### src/rtl/sensor_frame_deframer_crc8_top_macros.svh
// Assertion macros shared by the sensor frame deframer RTL.
// Depends on nothing; the using module provides clk and rst.
`ifndef SENSOR_FRAME_DEFRAMER_CRC8_TOP_MACROS_SVH
`define SENSOR_FRAME_DEFRAMER_CRC8_TOP_MACROS_SVH
`ifndef SYNTHESIS
// Property checked on every rising clock edge outside reset.
`define SFD_ASSERT(lbl, prop, msg) \
  lbl: assert property (@(posedge clk) disable iff (rst) (prop)) else $error(msg);
// Condition that must never be true.
`define SFD_ASSERT_NEVER(lbl, cond, msg) \
  `SFD_ASSERT(lbl, !(cond), msg)
`else
`define SFD_ASSERT(lbl, prop, msg)
`define SFD_ASSERT_NEVER(lbl, cond, msg)
`endif
`endif

### src/rtl/sfd_pkg.sv
// Shared types, constants and the CRC-8 step for the sensor frame deframer.
// Used by every module of the block; depends on nothing.
package sfd_pkg;

  // Record store size and the widths that follow from it.
  localparam int MAX_RECORDS = 8;
  localparam int REC_AW      = $clog2(MAX_RECORDS);
  localparam int CNT_W       = $clog2(MAX_RECORDS + 1);

  // Command queue between the parser and the emitter.
  localparam int QDEPTH = 2;
  localparam int QAW    = $clog2(QDEPTH);

  // CRC-8 polynomial and top bit.
  localparam logic [7:0] CRC_POLY = 8'h07;
  localparam logic [7:0] CRC_TOP  = 8'h80;

  // Frame status codes.
  localparam logic [1:0] FS_OK     = 2'd0;
  localparam logic [1:0] FS_CRC    = 2'd1;
  localparam logic [1:0] FS_NO_END = 2'd2;

  // Configuration register indexes.
  localparam logic [2:0] CFG_START_MARKER = 3'd0;
  localparam logic [2:0] CFG_END_MARKER   = 3'd1;
  localparam logic [2:0] CFG_SENSOR_COUNT = 3'd2;
  localparam logic [2:0] CFG_TEMP_LOW     = 3'd3;
  localparam logic [2:0] CFG_TEMP_HIGH    = 3'd4;

  // Current register contents.
  typedef struct packed {
    logic [7:0]         start_marker;
    logic [7:0]         end_marker;
    logic [2:0]         sensor_count;
    logic signed [15:0] temp_low_limit;
    logic signed [15:0] temp_high_limit;
  } cfg_t;

  // One end-of-frame command: status and number of records to emit.
  typedef struct packed {
    logic [1:0]       status;
    logic [CNT_W-1:0] count;
  } cmd_t;

  // Write port of the record store.
  typedef struct packed {
    logic              en;
    logic [REC_AW-1:0] addr;
    logic [23:0]       data;
  } rec_wr_t;

  // One byte through the CRC-8, MSB first, no reflection.
  function automatic logic [7:0] crc8_step(input logic [7:0] crc, input logic [7:0] b);
    logic [7:0] c;
    c = crc ^ b;
    for (int i = 0; i < 8; i++) begin
      if ((c & CRC_TOP) != 8'h00) begin
        c = {c[6:0], 1'b0} ^ CRC_POLY;
      end else begin
        c = {c[6:0], 1'b0};
      end
    end
    return c;
  endfunction

endpackage

### src/rtl/sfd_front.sv
// Frame parser: hunts for the start byte, checks the CRC, assembles records.
// Depends on sfd_pkg; feeds sfd_cmdq and the record store in sfd_back.
module sfd_front (
  input  logic                 clk,
  input  logic                 rst,
  input  sfd_pkg::cfg_t        cfg,
  input  logic                 in_valid,
  output logic                 in_stall,
  input  logic [7:0]           rx_byte,
  input  logic                 q_full,
  input  logic                 back_busy,
  output logic                 q_push,
  output sfd_pkg::cmd_t        q_cmd,
  output sfd_pkg::rec_wr_t     rec_wr
);

  typedef enum logic [4:0] {
    PH_HUNT    = 5'b00001,
    PH_LEN     = 5'b00010,
    PH_PAYLOAD = 5'b00100,
    PH_CRC     = 5'b01000,
    PH_END     = 5'b10000
  } phase_t;

  phase_t     phase;
  logic [7:0] plen;
  logic [7:0] pos;
  logic [7:0] crc;
  logic [7:0] rx_crc;
  logic [7:0] declared;
  logic [1:0] part;
  logic [6:0] rec_idx;
  logic [7:0] id_hold;
  logic [7:0] hi_hold;

  logic       accept;
  logic [7:0] pos_inc;
  logic [7:0] sc_lim;
  logic [7:0] n0;
  logic [7:0] n1;
  logic [7:0] n2;
  logic [1:0] status;

  // The record store is shared with the emitter, so payload waits for it.
  assign in_stall = ((phase == PH_END) && q_full) || ((phase == PH_PAYLOAD) && back_busy);
  assign accept   = in_valid && !in_stall;
  assign pos_inc  = pos + 8'd1;

  // Record count clamp: declared, sensors plus one, store size, complete records.
  always_comb begin
    sc_lim = {5'd0, cfg.sensor_count} + 8'd1;
    n0     = (declared < sc_lim) ? declared : sc_lim;
    n1     = (n0 < 8'(sfd_pkg::MAX_RECORDS)) ? n0 : 8'(sfd_pkg::MAX_RECORDS);
    n2     = (n1 < {1'b0, rec_idx}) ? n1 : {1'b0, rec_idx};
  end

  // End byte decides the status; a missing end byte wins over a CRC error.
  always_comb begin
    if (rx_byte != cfg.end_marker) begin
      status = sfd_pkg::FS_NO_END;
    end else if (crc != rx_crc) begin
      status = sfd_pkg::FS_CRC;
    end else begin
      status = sfd_pkg::FS_OK;
    end
  end

  assign q_push       = accept && (phase == PH_END);
  assign q_cmd.status = status;
  assign q_cmd.count  = (status == sfd_pkg::FS_OK) ? n2[sfd_pkg::CNT_W-1:0] : '0;

  // A record is written whole when its low temperature byte arrives.
  assign rec_wr.en   = accept && (phase == PH_PAYLOAD) && (pos != 8'd0) && (part == 2'd2)
                       && (rec_idx < 7'(sfd_pkg::MAX_RECORDS));
  assign rec_wr.addr = rec_idx[sfd_pkg::REC_AW-1:0];
  assign rec_wr.data = {id_hold, hi_hold, rx_byte};

  // Parser state.
  always_ff @(posedge clk) begin
    if (rst) begin
      phase    <= PH_HUNT;
      plen     <= 8'd0;
      pos      <= 8'd0;
      crc      <= 8'd0;
      rx_crc   <= 8'd0;
      declared <= 8'd0;
      part     <= 2'd0;
      rec_idx  <= 7'd0;
    end else if (accept) begin
      case (phase)
        PH_HUNT: begin
          if (rx_byte == cfg.start_marker) begin
            phase <= PH_LEN;
          end
        end
        PH_LEN: begin
          plen     <= rx_byte;
          pos      <= 8'd0;
          crc      <= 8'd0;
          declared <= 8'd0;
          part     <= 2'd0;
          rec_idx  <= 7'd0;
          phase    <= (rx_byte == 8'd0) ? PH_CRC : PH_PAYLOAD;
        end
        PH_PAYLOAD: begin
          crc <= sfd_pkg::crc8_step(crc, rx_byte);
          if (pos == 8'd0) begin
            declared <= rx_byte;
          end else if (part == 2'd2) begin
            part    <= 2'd0;
            rec_idx <= rec_idx + 7'd1;
          end else begin
            part <= part + 2'd1;
          end
          pos <= pos_inc;
          if (pos_inc >= plen) begin
            phase <= PH_CRC;
          end
        end
        PH_CRC: begin
          rx_crc <= rx_byte;
          phase  <= PH_END;
        end
        PH_END: begin
          phase <= PH_HUNT;
        end
        default: begin
          phase <= PH_HUNT;
        end
      endcase
    end
  end

  // Holding registers for the id and high temperature byte.
  always_ff @(posedge clk) begin
    if (accept && (phase == PH_PAYLOAD) && (pos != 8'd0)) begin
      if (part == 2'd0) begin
        id_hold <= rx_byte;
      end
      if (part == 2'd1) begin
        hi_hold <= rx_byte;
      end
    end
  end

endmodule

### src/rtl/sfd_cmdq.sv
// Two-entry queue of end-of-frame commands between parser and emitter.
// Depends on sfd_pkg and the assertion macro header.
`include "sensor_frame_deframer_crc8_top_macros.svh"
module sfd_cmdq (
  input  logic          clk,
  input  logic          rst,
  input  logic          push,
  input  sfd_pkg::cmd_t push_cmd,
  input  logic          pop,
  output sfd_pkg::cmd_t pop_cmd,
  output logic          full,
  output logic          empty
);

  sfd_pkg::cmd_t              entries [sfd_pkg::QDEPTH];
  logic [sfd_pkg::QAW-1:0]    wr_ptr;
  logic [sfd_pkg::QAW-1:0]    rd_ptr;
  logic [sfd_pkg::QAW:0]      count;

  assign full    = (count == (sfd_pkg::QAW + 1)'(sfd_pkg::QDEPTH));
  assign empty   = (count == '0);
  assign pop_cmd = entries[rd_ptr];

  // Pointers and fill count.
  always_ff @(posedge clk) begin
    if (rst) begin
      wr_ptr <= '0;
      rd_ptr <= '0;
      count  <= '0;
    end else begin
      if (push) begin
        wr_ptr <= wr_ptr + 1'b1;
      end
      if (pop) begin
        rd_ptr <= rd_ptr + 1'b1;
      end
      if (push && !pop) begin
        count <= count + 1'b1;
      end else if (pop && !push) begin
        count <= count - 1'b1;
      end
    end
  end

  // Entry storage.
  always_ff @(posedge clk) begin
    if (push) begin
      entries[wr_ptr] <= push_cmd;
    end
  end

  `SFD_ASSERT_NEVER(a_no_push_full, push && full, "command pushed into a full queue")
  `SFD_ASSERT_NEVER(a_no_pop_empty, pop && empty, "command popped from an empty queue")

endmodule

### src/rtl/sfd_back.sv
// Emitter: turns end-of-frame commands into record and status items.
// Depends on sfd_pkg and the assertion macro header; holds the record store.
`include "sensor_frame_deframer_crc8_top_macros.svh"
module sfd_back (
  input  logic                clk,
  input  logic                rst,
  input  sfd_pkg::cfg_t       cfg,
  input  sfd_pkg::rec_wr_t    rec_wr,
  input  logic                q_empty,
  input  sfd_pkg::cmd_t       q_cmd,
  output logic                q_pop,
  output logic                busy,
  output logic                out_valid,
  input  logic                out_stall,
  output logic                is_status,
  output logic [7:0]          sensor_id,
  output logic signed [15:0]  centi_temp,
  output logic                out_of_range,
  output logic [1:0]          frame_status,
  output logic [3:0]          records_emitted,
  output logic                last
);

  typedef enum logic [3:0] {
    B_IDLE = 4'b0001,
    B_RD   = 4'b0010,
    B_REC  = 4'b0100,
    B_STAT = 4'b1000
  } bstate_t;

  bstate_t                     state;
  sfd_pkg::cmd_t               cur;
  logic [sfd_pkg::CNT_W-1:0]   idx;
  logic [sfd_pkg::CNT_W-1:0]   idx_inc;
  logic [23:0]                 store [sfd_pkg::MAX_RECORDS];
  logic [23:0]                 rd_data;
  logic signed [15:0]          rd_temp;
  logic                        rd_oor;
  logic                        slot_free;
  logic                        load_rec;
  logic                        load_stat;

  assign q_pop     = (state == B_IDLE) && !q_empty;
  assign busy      = (state != B_IDLE) || !q_empty;
  assign slot_free = !out_valid || !out_stall;
  assign load_rec  = (state == B_REC) && slot_free;
  assign load_stat = (state == B_STAT) && slot_free;
  assign idx_inc   = idx + 1'b1;
  assign rd_temp   = signed'(rd_data[15:0]);
  assign rd_oor    = (rd_temp < cfg.temp_low_limit) || (rd_temp > cfg.temp_high_limit);

  // Record store: written by the parser, read here one entry at a time.
  always_ff @(posedge clk) begin
    if (rec_wr.en) begin
      store[rec_wr.addr] <= rec_wr.data;
    end
    rd_data <= store[idx[sfd_pkg::REC_AW-1:0]];
  end

  // Emission sequencer.
  always_ff @(posedge clk) begin
    if (rst) begin
      state <= B_IDLE;
      idx   <= '0;
    end else begin
      case (state)
        B_IDLE: begin
          if (!q_empty) begin
            idx <= '0;
            if ((q_cmd.status != sfd_pkg::FS_OK) || (q_cmd.count == '0)) begin
              state <= B_STAT;
            end else begin
              state <= B_RD;
            end
          end
        end
        B_RD: begin
          state <= B_REC;
        end
        B_REC: begin
          if (slot_free) begin
            idx   <= idx_inc;
            state <= (idx_inc == cur.count) ? B_STAT : B_RD;
          end
        end
        B_STAT: begin
          if (slot_free) begin
            state <= B_IDLE;
          end
        end
        default: begin
          state <= B_IDLE;
        end
      endcase
    end
  end

  // Current command.
  always_ff @(posedge clk) begin
    if (q_pop) begin
      cur <= q_cmd;
    end
  end

  // Output register.
  always_ff @(posedge clk) begin
    if (rst) begin
      out_valid <= 1'b0;
    end else if (load_rec || load_stat) begin
      out_valid <= 1'b1;
    end else if (!out_stall) begin
      out_valid <= 1'b0;
    end
  end

  always_ff @(posedge clk) begin
    if (load_rec) begin
      is_status       <= 1'b0;
      sensor_id       <= rd_data[23:16];
      centi_temp      <= rd_temp;
      out_of_range    <= rd_oor;
      frame_status    <= sfd_pkg::FS_OK;
      records_emitted <= 4'd0;
      last            <= 1'b0;
    end else if (load_stat) begin
      is_status       <= 1'b1;
      sensor_id       <= 8'd0;
      centi_temp      <= 16'sd0;
      out_of_range    <= 1'b0;
      frame_status    <= cur.status;
      records_emitted <= 4'(cur.count);
      last            <= 1'b1;
    end
  end

  `SFD_ASSERT(a_rec_in_range, (state == B_REC) |-> (idx < cur.count),
              "record index past the frame's record count")
  `SFD_ASSERT(a_rec_only_ok, load_rec |-> (cur.status == sfd_pkg::FS_OK),
              "record emitted for a bad frame")
  `SFD_ASSERT(a_out_held, (out_valid && out_stall) |=> $stable(last) && out_valid,
              "stalled result changed")

endmodule

### src/rtl/sensor_frame_deframer_crc8_top.sv
// Top level of the framed sensor report parser with CRC-8 check.
// Depends on sfd_pkg, sfd_front, sfd_cmdq and sfd_back.
//
// The parser takes one received byte per cycle. Frames are start byte, length,
// payload, CRC-8 (poly 0x07, init 0, over the payload) and end byte; the payload
// is a record count and three-byte records of id and signed centi-degree
// temperature. At the end byte the frame's command enters a two-entry queue and
// the emitter delivers each record by a store read and then an output register
// load, followed by one status item. Input is stalled during a payload while the
// previous frame's records are still going out, since both use one record
// store, and at an end byte while the command queue is full. Configuration
// writes are always taken; the record store needs no clearing after reset.
module sensor_frame_deframer_crc8_top (
  input  logic               clk,
  input  logic               rst,
  input  logic               cfg_valid,
  output logic               cfg_ready,
  input  logic [2:0]         cfg_index,
  input  logic [15:0]        cfg_data,
  input  logic               in_valid,
  output logic               in_stall,
  input  logic [7:0]         rx_byte,
  output logic               out_valid,
  input  logic               out_stall,
  output logic               is_status,
  output logic [7:0]         sensor_id,
  output logic signed [15:0] centi_temp,
  output logic               out_of_range,
  output logic [1:0]         frame_status,
  output logic [3:0]         records_emitted,
  output logic               last
);

  sfd_pkg::cfg_t    cfg;
  sfd_pkg::cmd_t    push_cmd;
  sfd_pkg::cmd_t    pop_cmd;
  sfd_pkg::rec_wr_t rec_wr;
  logic             q_push;
  logic             q_pop;
  logic             q_full;
  logic             q_empty;
  logic             back_busy;

  assign cfg_ready = 1'b1;

  // Configuration registers.
  always_ff @(posedge clk) begin
    if (rst) begin
      cfg.start_marker    <= 8'd2;
      cfg.end_marker      <= 8'd3;
      cfg.sensor_count    <= 3'd6;
      cfg.temp_low_limit  <= -16'sd4000;
      cfg.temp_high_limit <= 16'sd8500;
    end else if (cfg_valid && cfg_ready) begin
      case (cfg_index)
        sfd_pkg::CFG_START_MARKER: cfg.start_marker    <= cfg_data[7:0];
        sfd_pkg::CFG_END_MARKER:   cfg.end_marker      <= cfg_data[7:0];
        sfd_pkg::CFG_SENSOR_COUNT: cfg.sensor_count    <= cfg_data[2:0];
        sfd_pkg::CFG_TEMP_LOW:     cfg.temp_low_limit  <= signed'(cfg_data);
        sfd_pkg::CFG_TEMP_HIGH:    cfg.temp_high_limit <= signed'(cfg_data);
        default: begin
        end
      endcase
    end
  end

  sfd_front u_front (
    .clk       (clk),
    .rst       (rst),
    .cfg       (cfg),
    .in_valid  (in_valid),
    .in_stall  (in_stall),
    .rx_byte   (rx_byte),
    .q_full    (q_full),
    .back_busy (back_busy),
    .q_push    (q_push),
    .q_cmd     (push_cmd),
    .rec_wr    (rec_wr)
  );

  sfd_cmdq u_cmdq (
    .clk      (clk),
    .rst      (rst),
    .push     (q_push),
    .push_cmd (push_cmd),
    .pop      (q_pop),
    .pop_cmd  (pop_cmd),
    .full     (q_full),
    .empty    (q_empty)
  );

  sfd_back u_back (
    .clk             (clk),
    .rst             (rst),
    .cfg             (cfg),
    .rec_wr          (rec_wr),
    .q_empty         (q_empty),
    .q_cmd           (pop_cmd),
    .q_pop           (q_pop),
    .busy            (back_busy),
    .out_valid       (out_valid),
    .out_stall       (out_stall),
    .is_status       (is_status),
    .sensor_id       (sensor_id),
    .centi_temp      (centi_temp),
    .out_of_range    (out_of_range),
    .frame_status    (frame_status),
    .records_emitted (records_emitted),
    .last            (last)
  );

endmodule

### config.mk
export PLATFORM = sky130hd
export DESIGN_NAME = sensor_frame_deframer_crc8_top
export DESIGN_NICKNAME = d
export VERILOG_FILES = /design/src/rtl/sfd_pkg.sv /design/src/rtl/sfd_front.sv /design/src/rtl/sfd_cmdq.sv /design/src/rtl/sfd_back.sv /design/src/rtl/sensor_frame_deframer_crc8_top.sv
export VERILOG_INCLUDE_DIRS = /design/src /design/src/rtl
export SDC_FILE = /design/constraint.sdc
export NUM_CORES = 1
export LEC_CHECK = 0
export BUFFER_PORTS_ARGS = -buffer_cell sky130_fd_sc_hd__buf_4
export CAP_MARGIN = 20
export CORE_MARGIN = 1.5
export CORE_UTILIZATION = 58
export CTS_BUF_LIST = sky130_fd_sc_hd__clkbuf_8
export CTS_CLUSTER_DIAMETER = 50
export DETAILED_ROUTE_END_ITERATION = 6
export PLACE_DENSITY = 0.78
export SETUP_SLACK_MARGIN = 0.3
export SYNTH_ARGS = -nofsm -noshare
export SYNTH_HDL_FRONTEND = slang
export SYNTH_SLANG_ARGS = --single-unit
### constraint.sdc
create_clock -name clk -period 3.4 [get_ports clk]
set_input_delay 1.02 -clock clk [delete_from_list [all_inputs] [get_ports clk]]
set_output_delay 1.02 -clock clk [all_outputs]
set_load 0.01 [all_outputs]
---- Yosys cells after proc, flatten, opt, wreduce, memory -nomap -nowiden ----
Memory sizes are Yosys's and may differ from the RTL's. A register that Yosys moved wholly into a read port is not among the register bits.
Index checks and enable logic that the tools add are counted.
storage, ports and cells
  bits in registers ....................... 172
  RAM bits ................................ 204
  bits of input ports ..................... 32
  output and inout port bits .............. 36
  word-level logic and storage cells ...... 214
  memories kept ........................... 2
operators by class
  add/sub/neg operators ................... 9
  order comparisons ....................... 7
  equality and inequality tests ........... 30
  mux-type cells .......................... 74
  bitwise gates (word level) .............. 9
  reductions and logical operators ........ 54
memory list
  memory          words  bits a word  read ports  clocked after Yosys merged registers in  wr ports  line            RTL
  u_back.store    8      24           1           1                                        1         sfd_back.sv:35  logic [23:0] store [sfd_pkg::MAX_RECORDS];
  u_cmdq.entries  2      6            1           1                                        1         sfd_cmdq.sv:15  sfd_pkg::cmd_t entries [sfd_pkg::QDEPTH];
operator list
  cell                 number
  $mux 8               26
  $pmux 8 s2           3
  $mux 4               10
  $mux 16              2
  $mux 3               8
  $not 3->3            8
  $pmux 5 s4           1
  $reduce_and 2->1     10
  $gt 16x16->1         1
  $logic_not 8->1      2
  $lt 16x16->1         1
  $ne 8x8->1           2
  $pmux 4 s4           1
  $reduce_and 3->1     5
  $mux 7               2
  $ne 2x1->1 const B   7
  $pmux 7 s2           1
  $logic_and 1x1->1    13
  $mux 1               11
  $mux 2               5
  $mux 5               2
  $reduce_bool 2->1    5
  $add 8x1->8 const B  1
  $eq 8x8->1           1
  38 further kinds     55

---- Longest topological paths before layout ----
Gate-level depths: netlist of the first run.
  word-level depth ........................ 42
  depth in mapped cells ................... 13
  mapped depth without buffers ............ 13

---- By module ----
From an unflattened synthesis of the first run, not the netlist that was laid out.
unflattened totals
  cell total of the unflattened synthesis .. 1279
  area, all modules ....................... 17312.9 um^2
by module, submodules not included
  module                          instances  cells an instance  area each (um^2)  seq. area each (um^2)
  sfd_back                        1          582                10472.5           7497.2
  sfd_front                       1          452                4086.4            1561.5
  sensor_frame_deframer_crc8_top  1          204                2114.5            1021.0
  sfd_cmdq                        1          41                 639.4             460.4

---- Worst setup path after synthesis of the first run ----
No wires, ideal clock.
  path kind ............................... input port to flip-flop
  start ................................... input in_valid
  end ..................................... memory u_back.store[1][0], enable pin
  library setup time ...................... 0.435 ns
  arrival time ............................ 3.150 ns
  required time ........................... 2.965 ns
  slack ................................... -0.185 ns
  stages .................................. 5
  cells stage by stage .................... buf_6 > nand2_1 > nor2_1 > nand4_1 > nor3_1
between the ends
  word-level cells in the longest chain between the ends .. 7
RTL lines
  element                         line                                  RTL
  from (decl)                     sensor_frame_deframer_crc8_top.sv:20  input logic in_valid,
  $logic_and 1x1->1               sfd_front.sv:46                       assign accept = in_valid && !in_stall;
  $logic_and 1x1->1 (3 in a row)  sfd_front.sv:73                       assign rec_wr.en = accept && (phase == PH_PAYLOAD) && (pos != 8'd0) && (part == 2'd2)
  $logic_and 1x1->1               sfd_front.sv:74                       && (rec_idx < 7'(sfd_pkg::MAX_RECORDS));
  $mux 1                          sfd_back.sv:54                        if (rec_wr.en) begin
  $mux 1 (implied by the code)    sfd_back.sv:55                        store[rec_wr.addr] <= rec_wr.data;
  to (decl)                       sfd_back.sv:35
Every way passes these cells.

==> key figures, run 1 <==
Drt
  – DRT Pass-1 Iters: 5
  – DRC viols: 0
  – DRT iter0 DRCs: 753
  – Vias post-DR: 10474
  – Final WL: 36310 um
  – Via/cell ratio: 5.777
  – Per-cell routed wire length: 20.03 um
  – Routed Antenna Nets: 0

Critical path
  – CP max FO: 4
  – Critical path type: flop to flop
  – Setup crit start kind: flop
  – Reg-to-reg endpoint: u_cmdq.entries[1][2]$_DFFE_PP_
  – Worst setup EP type: flop
  – Crit path buffers/inverters: 1
  – Worst reg2reg startpoint: cfg[32]$_SDFFE_PP0P_
  – CP Depth: 13
  – Origin of the worst setup path: cfg[32]$_SDFFE_PP0P_
  – Flop-to-flop setup slack: 0.22 ns
  – Worst path cell trace: ha_4, inv_1, ha_1, o211a_1, o21ai_2, nand2_2, mux2i_2, ha_1, o21a_1, o21ai_2, or3b_4, o211a_4, a221oi_4
  – R2R depth: 13
  – Critical Path RT: 3.81 ns
  – Crit path DAT: 3.59 ns
  – CP delay by family, top: compound AO/OA/AOI/OAI gates
  – Slowest cell on crit path: or3b_4
  – Crit path to: u_cmdq.entries[1][2]$_DFFE_PP_
  – Crit-path max cell delay: 0.39 ns

Placed design
  – DP Area: 0.01802 mm^2
  – Worst slack, placed: -0.009557 ns
  – Port-buffer cells: 66
  – Placer Congestion: 0.8693
  – Cells after DPL: 1690
  – HPWL after DPL: 23380 um

CTS
  – Number of H-tree levels: 2
  – CTS buffer count: 61
  – TritonCTS clock tree: built
  – Clk slew on worst S/H paths: 0.06 ns
  – Clk_lat worst skew: 0.61 ns
  – Clk root buf: clkbuf_8
  – CTS sink cnt: 401
  – CTS Buffer Depth: 3
  – Hold Buf Count CTS: 0

Timing
  – Rel. slew slack: 39.24%
  – Endpoints failing hold: 0
  – Final number of setup-violating endpoints: 0
  – Final WS setup: 0.2179 ns
  – Worst slew pin tran: 0.9053 ns
  – Layout Skew: 0.02344 ns
  – Final Slew Violations: 0
  – Min Tclk post-route: 3.182 ns
  – Fmax achieved: 0.3143 GHz
  – RSZ-0062 raised after global routing: true
  – Final period util: 93.59%

Layout
  – Reg area: 0.01056 mm^2
  – Diode count: 0
  – Layout area overhead: 14.51%
  – Design Area, Final: 0.01932 mm^2
  – Multi-input gate area: 0.006010 mm^2
  – Filler cells: 1971
  – Nets: 1464
  – Non-Filler Instances: 1813
  – Fraction of layout cells with a size suffix above 1: 21.90%

Global routing
  – Initial antenna violation count: 1
  – Grt ovf: 0
  – Vias in the first global route: 10500
  – Largest net degree at the start of global routing: 50
  – GRT Total Usage: 24.59%
  – Global-route wire length before repair: 57460 um

Power and ir drop
  – Tot Pwr: 9.724 mW
  – Max rail drop VDD: 0.2671 mV
  – Pleak: 6.942 nW
  – P per Cell Area: 503.2 mW/mm^2

Floorplan
  – Die area: 0.03013 mm^2
  – Die Wd: 173.6 um
  – Starting Density: 58.80%
  – Rows: 62
  – CORE AREA: 0.02870 mm^2
  – Die H: 173.6 um
  – Top-level I/O count: 68

Status
  – Status: finished clean

Yosys
  – Yosys warning count: 0
  – Synth top area share: 44.66%
  – Mapped Cells: 1269
  – Seq/Total Area, Yosys: 62.46%
  – Average size of a mapped cell: 13.30 um^2
  – Post-synth ARST share: 0%
  – #FFs+latches synth: 401
  – Top post-synthesis cells by area: edfxtp_1, dfxtp_1, mux4_2
  – Mapped cell area: 0.01688 mm^2
  – Top FF cell, synth: edfxtp_1
  – Synth area leader: edfxtp_1
  – Number of enable flip-flop cells after synthesis: 251
  – Netlist cell types: 71

Run
  – Max-cap violations: 0

Min path
  – Worst Hold Class: flop to flop
worst register-to-register path: cells and delay by family, from the launching register on:
kind	cells	cell delay, ns
AND/OR/NAND/NOR	2	0.50
multiplexers	1	0.20
adder cells (fa/ha/maj)	3	0.80
buffers and inverters	1	0.03
flip-flops	1	0.35
AO/OA/AOI/OAI	6	1.11
synth_stat cells (all sizes together), types with 28 or more instances:
master  number
a21oi       59
and2        29
edfxtp     251
o21ai       28
ha          54
mux4        48
nand2      111
dfxtp      150
clkbuf      45
xnor2       45
mux2i       37
inv         57
nor2        99
mux2        31
cell type report:
cell class	instances	area share, %
inverters	57	1.107
clock inverters	46	1.165
well taps	384	2.486
clock buffers	68	4.843
repair buffers	107	4.675
flip-flops and latches	401	54.63
multi-input cells	750	31.10
cell families after synthesis:
family / Yosys count / share of synthesized area, %
AOI/OAI and AO/OA: 151 / 5.805
xor gates and xnor gates: 68 / 3.529
adders and majority gates: 54 / 4.004
buffers and inverters: 120 / 2.958
DFF: 401 / 62.46
muxes: 116 / 10.67
other: 2 / 0.04450
and+or+nand+nor: 357 / 10.54
per-layer routing:
metal  wire length [um]  part of all wire (%)  up-vias  global-route usage, %
met3               2215                   6.1       83                  4.254
li1                   -                     -     4876                      -
met5                  0                     0        -                      0
met4               1073                   3.0        0                  9.124
met1              15580                    43     5157                  32.88
met2              17450                    48      358                  40.70
cells in the final DEF (no fill, tap or decap), types with 17 or more instances in the layout:
cell,netlist,layout
clkbuf_8,0,68
nand2_1,111,110
nand3_1,21,21
ha_1,54,52
inv_1,57,84
xnor2_1,45,44
o21ai_0,25,23
dfxtp_1,150,143
xor2_1,23,23
buf_4,5,99
nor2_1,99,93
mux2i_1,37,36
a21oi_1,58,58
edfxtp_1,251,251
mux2_2,31,31
a22oi_1,18,18
mux4_2,48,48
nand4_1,17,17
and2_1,29,29
timing repair:
action,in CTS,in global routing
setup buffers,8,1
pin swaps,10,2
gates resized for setup,8,5
endpoints found under the setup margin,9,9
cloned,0,0
state kept, by name, summed over array words and instances, names as in the netlist, 12 cells and up, named ones only:
signal             flops
u_back.store         192
cfg                   51
u_back.rd_data        24
u_back.centi_temp     16
u_cmdq.entries        12
worst min path at each step:
stage / startpoint / to / slack (ns) / depth (start not counted)
after detailed placement: cfg[24]$_SDFFE_PP0P_ / cfg[24]$_SDFFE_PP0P_ / 0.45 / 2
after CTS: cfg[7]$_SDFFE_PP0P_ / cfg[7]$_SDFFE_PP0P_ / 0.46 / 2
final: cfg[6]$_SDFFE_PP0P_ / cfg[6]$_SDFFE_PP0P_ / 0.45 / 2
after floorplan: cfg[10]$_SDFFE_PP0P_ / cfg[10]$_SDFFE_PP0P_ / 0.44 / 2
after global routing: cfg[6]$_SDFFE_PP0P_ / cfg[6]$_SDFFE_PP0P_ / 0.48 / 2
after global placement: cfg[25]$_SDFFE_PP0P_ / cfg[25]$_SDFFE_PP0P_ / 0.44 / 2
power by group:
part	leakage (nW)	internal, mW	switching, mW
combinational	2.77	0.280	0.381
sequential	3.47	5.27	0.103
clock	0.700	1.91	1.77
stage by stage:
| stage | hold slack [ns] | setup TNS (ns) | utilization, % |
|---|---|---|---|
| after CTS | 0.4560 | 0 | 67.20 |
| after detailed placement | 0.4476 | -0.03209 | 62.79 |
| after global placement | 0.4437 | 0 | 62.79 |
| after global routing | 0.4785 | 0 | 67.33 |
| after floorplan | 0.4363 | 0 | - |
| final | 0.4543 | 0 | 67.33 |
No activity file was read; power rests on OpenSTA's default activity.
==> run 2: changes to the inputs <==
- CORE_UTILIZATION: 58 -> 36
- PLACE_DENSITY: 0.78 -> 0.52
==> key figures, run 2 (same netlist as run 1, synthesis figures left out) <==
Critical path
  – Flop-to-flop setup slack: 0.21 ns (about the same)
  – Worst setup EP type: flop
  – Critical Path RT: 3.83 ns (+0.02 ns)
  – CP max FO: 4 (unchanged)
  – Worst reg2reg startpoint: cfg[33]$_SDFFE_PP1P_
  – Reg-to-reg endpoint: u_cmdq.entries[1][1]$_DFFE_PP_
  – Critical path type: flop to flop
  – R2R depth: 13 (unchanged)
  – Setup crit start kind: flop
  – Crit path DAT: 3.61 ns (+0.02 ns)

Drt
  – DRC viols: 0 (unchanged)
  – Routed Antenna Nets: 0 (unchanged)
  – DRT iter0 DRCs: 763 (+1.3%)
  – Final WL: 40460 um (+11%)
  – Vias post-DR: 10273 (-1.9%)
  – Per-cell routed wire length: 19.74 um (-1.5%)
  – DRT Pass-1 Iters: 5 (unchanged)
  – Via/cell ratio: 5.011 (-13%)

Floorplan
  – Rows: 79 (+27%)
  – Top-level I/O count: 68 (unchanged)
  – Die H: 219.5 um (+26%)
  – Die area: 0.04819 mm^2 (+60%)
  – Starting Density: 36.40% (-22 points)
  – CORE AREA: 0.04636 mm^2 (+62%)
  – Die Wd: 219.5 um (+26%)

Global routing
  – Vias in the first global route: 10489 (-0.10%)
  – Grt ovf: 0 (unchanged)
  – Largest net degree at the start of global routing: 49 (-2.0%)
  – Global-route wire length before repair: 62060 um (+8.0%)
  – GRT Total Usage: 17.24% (-7.4 points)
  – Initial antenna violation count: 0 (-1)

CTS
  – Clk root buf: clkbuf_8
  – CTS Buffer Depth: 3 (unchanged)
  – Hold Buf Count CTS: 0 (unchanged)
  – Clk_lat worst skew: 0.62 ns (about the same)
  – Clk slew on worst S/H paths: 0.06 ns (about the same)
  – Number of H-tree levels: 3 (+1)
  – CTS buffer count: 70 (+15%)
  – TritonCTS clock tree: built
  – CTS sink cnt: 401 (unchanged)

Timing
  – Rel. slew slack: 44.62% (+5.4 points)
  – Min Tclk post-route: 3.185 ns (+0.002879 ns)
  – TNS Setup: 0 ns (unchanged)
  – Final period util: 93.68% (about the same)
  – RSZ-0062 raised after global routing: true
  – Fmax achieved: 0.3140 GHz (about the same)
  – Final Slew Violations: 0 (unchanged)
  – Worst slew pin tran: 0.8098 ns (-0.09548 ns)
  – Endpoints failing hold: 0 (unchanged)
  – Final number of setup-violating endpoints: 0 (unchanged)
  – Layout Skew: 0.02006 ns (-0.003387 ns)

Placed design
  – Placer Congestion: 0.8175 (-6.0%)
  – HPWL after DPL: 25430 um (+8.7%)
  – Port-buffer cells: 66 (unchanged)

Min path
  – Worst Hold Class: flop to flop
  – Hold Path Cell Cnt: 2 (unchanged)
  – Hold endpoint: cfg[19]$_SDFFE_PP0P_
  – HP Start: cfg[19]$_SDFFE_PP0P_

Layout
  – Diode count: 0 (unchanged)
  – Max FFs per register: 192 (unchanged)
  – Layout area overhead: 17.33%
  – Top reg by flops: u_back.store
  – Most common cell after layout, fill and taps aside: edfxtp_1
  – Biggest regs: u_back.store: 192 flops, cfg: 51 flops, u_back.rd_data: 24 flops
  – Nets: 1474 (+0.68%)
  – Fraction of layout cells with a size suffix above 1: 23.22% (+1.3 points)
  – Most frequent cells in the layout: edfxtp_1, dfxtp_1, nand2_1, buf_4, nor2_1
  – Final Util: 42.71% (-25 points)

Power and ir drop
  – Pleak: 7.017 nW (+1.1%)
  – P per Cell Area: 512.2 mW/mm^2 (+1.8%)
  – Max rail drop VDD: 0.2632 mV (-1.5%)

Status
  – Status: finished clean

Run
  – Max-cap violations: 0 (unchanged)
[run 2: cell types whose count changed in the layout (fill, tap and decap cells not counted), moves of 2 or more]
cell | before | now
dfxtp_1 | 143 | 140
dfxtp_2 | 4 | 6
buf_12 | 8 | 10
clkbuf_8 | 68 | 75
clkinv_2 | 8 | 12
[run 2: what timing repair did]
| item | CTS | global route |
|---|---|---|
| setup buffers | 6 | 2 |
| gates resized for setup | 12 | 9 |
| setup endpoints to repair | 9 | 9 |
| pin swaps | 13 | 6 |
[run 2: metal layers]
layer  vias to the layer above  global-route usage (%)  part of all wire, %  routed length (um)
met5                         -                       0                    0                   0
met3                        56                   3.202                  4.6                1881
met2                       223                   27.76                   47               19050
met1                      5092                   23.18                   46               18680
li1                       4902                       -                    -                   -
met4                         0                   6.301                  2.1                 845
[run 2: power by group]
| part | leakage (nW) | total, mW | internal, mW | switching (mW) |
|---|---|---|---|---|
| logic | 2.77 | 0.670 | 0.283 | 0.387 |
| clock network | 0.775 | 4.09 | 2.13 | 1.96 |
| registers | 3.48 | 5.38 | 5.28 | 0.103 |
| total | 7.02 | 10.1 | 7.69 | 2.45 |
[run 2: worst max path at each step]
| stage | slack [ns] | end | from | cells after the start |
|---|---|---|---|---|
| final | 0.21 | u_cmdq.entries[1][1]$_DFFE_PP_ | cfg[33]$_SDFFE_PP1P_ | 13 |
| after global routing | 0.09 | u_cmdq.entries[1][1]$_DFFE_PP_ | cfg[32]$_SDFFE_PP0P_ | 13 |
| after CTS | 0.19 | u_cmdq.entries[1][1]$_DFFE_PP_ | cfg[33]$_SDFFE_PP1P_ | 13 |
| after detailed placement | -0.01 | u_cmdq.entries[0][3]$_DFFE_PP_ | cfg[33]$_SDFFE_PP1P_ | 13 |
| after global placement | 0.13 | u_cmdq.entries[1][2]$_DFFE_PP_ | cfg[33]$_SDFFE_PP1P_ | 13 |
| after floorplan | 0.25 | u_cmdq.entries[0][2]$_DFFE_PP_ | cfg[32]$_SDFFE_PP0P_ | 13 |
[run 2: layout make-up]
type | count | area, um^2
Timing Repair Buffer | 108 | 935.9
Clock buffer | 75 | 1032
Inverter | 57 | 214.0
Fill cell | 4233 | 26560
Clock inverter | 52 | 269.0
Tap cell | 607 | 759.5
Sequential cell | 401 | 10560
Multi-Input combinational cell | 750 | 6027
[run 2: critical path, stage by stage (launching register included)]
cell and delay, ns:
dfxtp_4 0.35, ha_4 0.17, xnor2_4 0.16, ha_4 0.22
a21o_1 0.17, o21ai_2 0.17, nand2_2 0.11, mux2i_2 0.22
ha_1 0.26, o21a_1 0.18, o21ai_2 0.12, or3b_4 0.39
o211a_4 0.18, a221oi_4 0.30
[run 2: through the flow]
step / hold WS [ns] / instances / total power [mW] / worst slack (ns) / area, um^2
3_5_place_dp: 0.4505 / 1915 / 6.144 / -0.01002 / 18340
3_3_place_gp: 0.4435 / 1915 / 6.133 / 0.1322 / 18340
2_1_floorplan: 0.4363 / 1271 / 5.870 / 0.2512 / 16950
5_1_grt: 0.4823 / 2050 / 10.61 / 0.08728 / 19800
4_1_cts: 0.4588 / 2048 / 10.30 / 0.1919 / 19740
6_report: 0.4584 / 2050 / 10.14 / 0.2150 / 19800
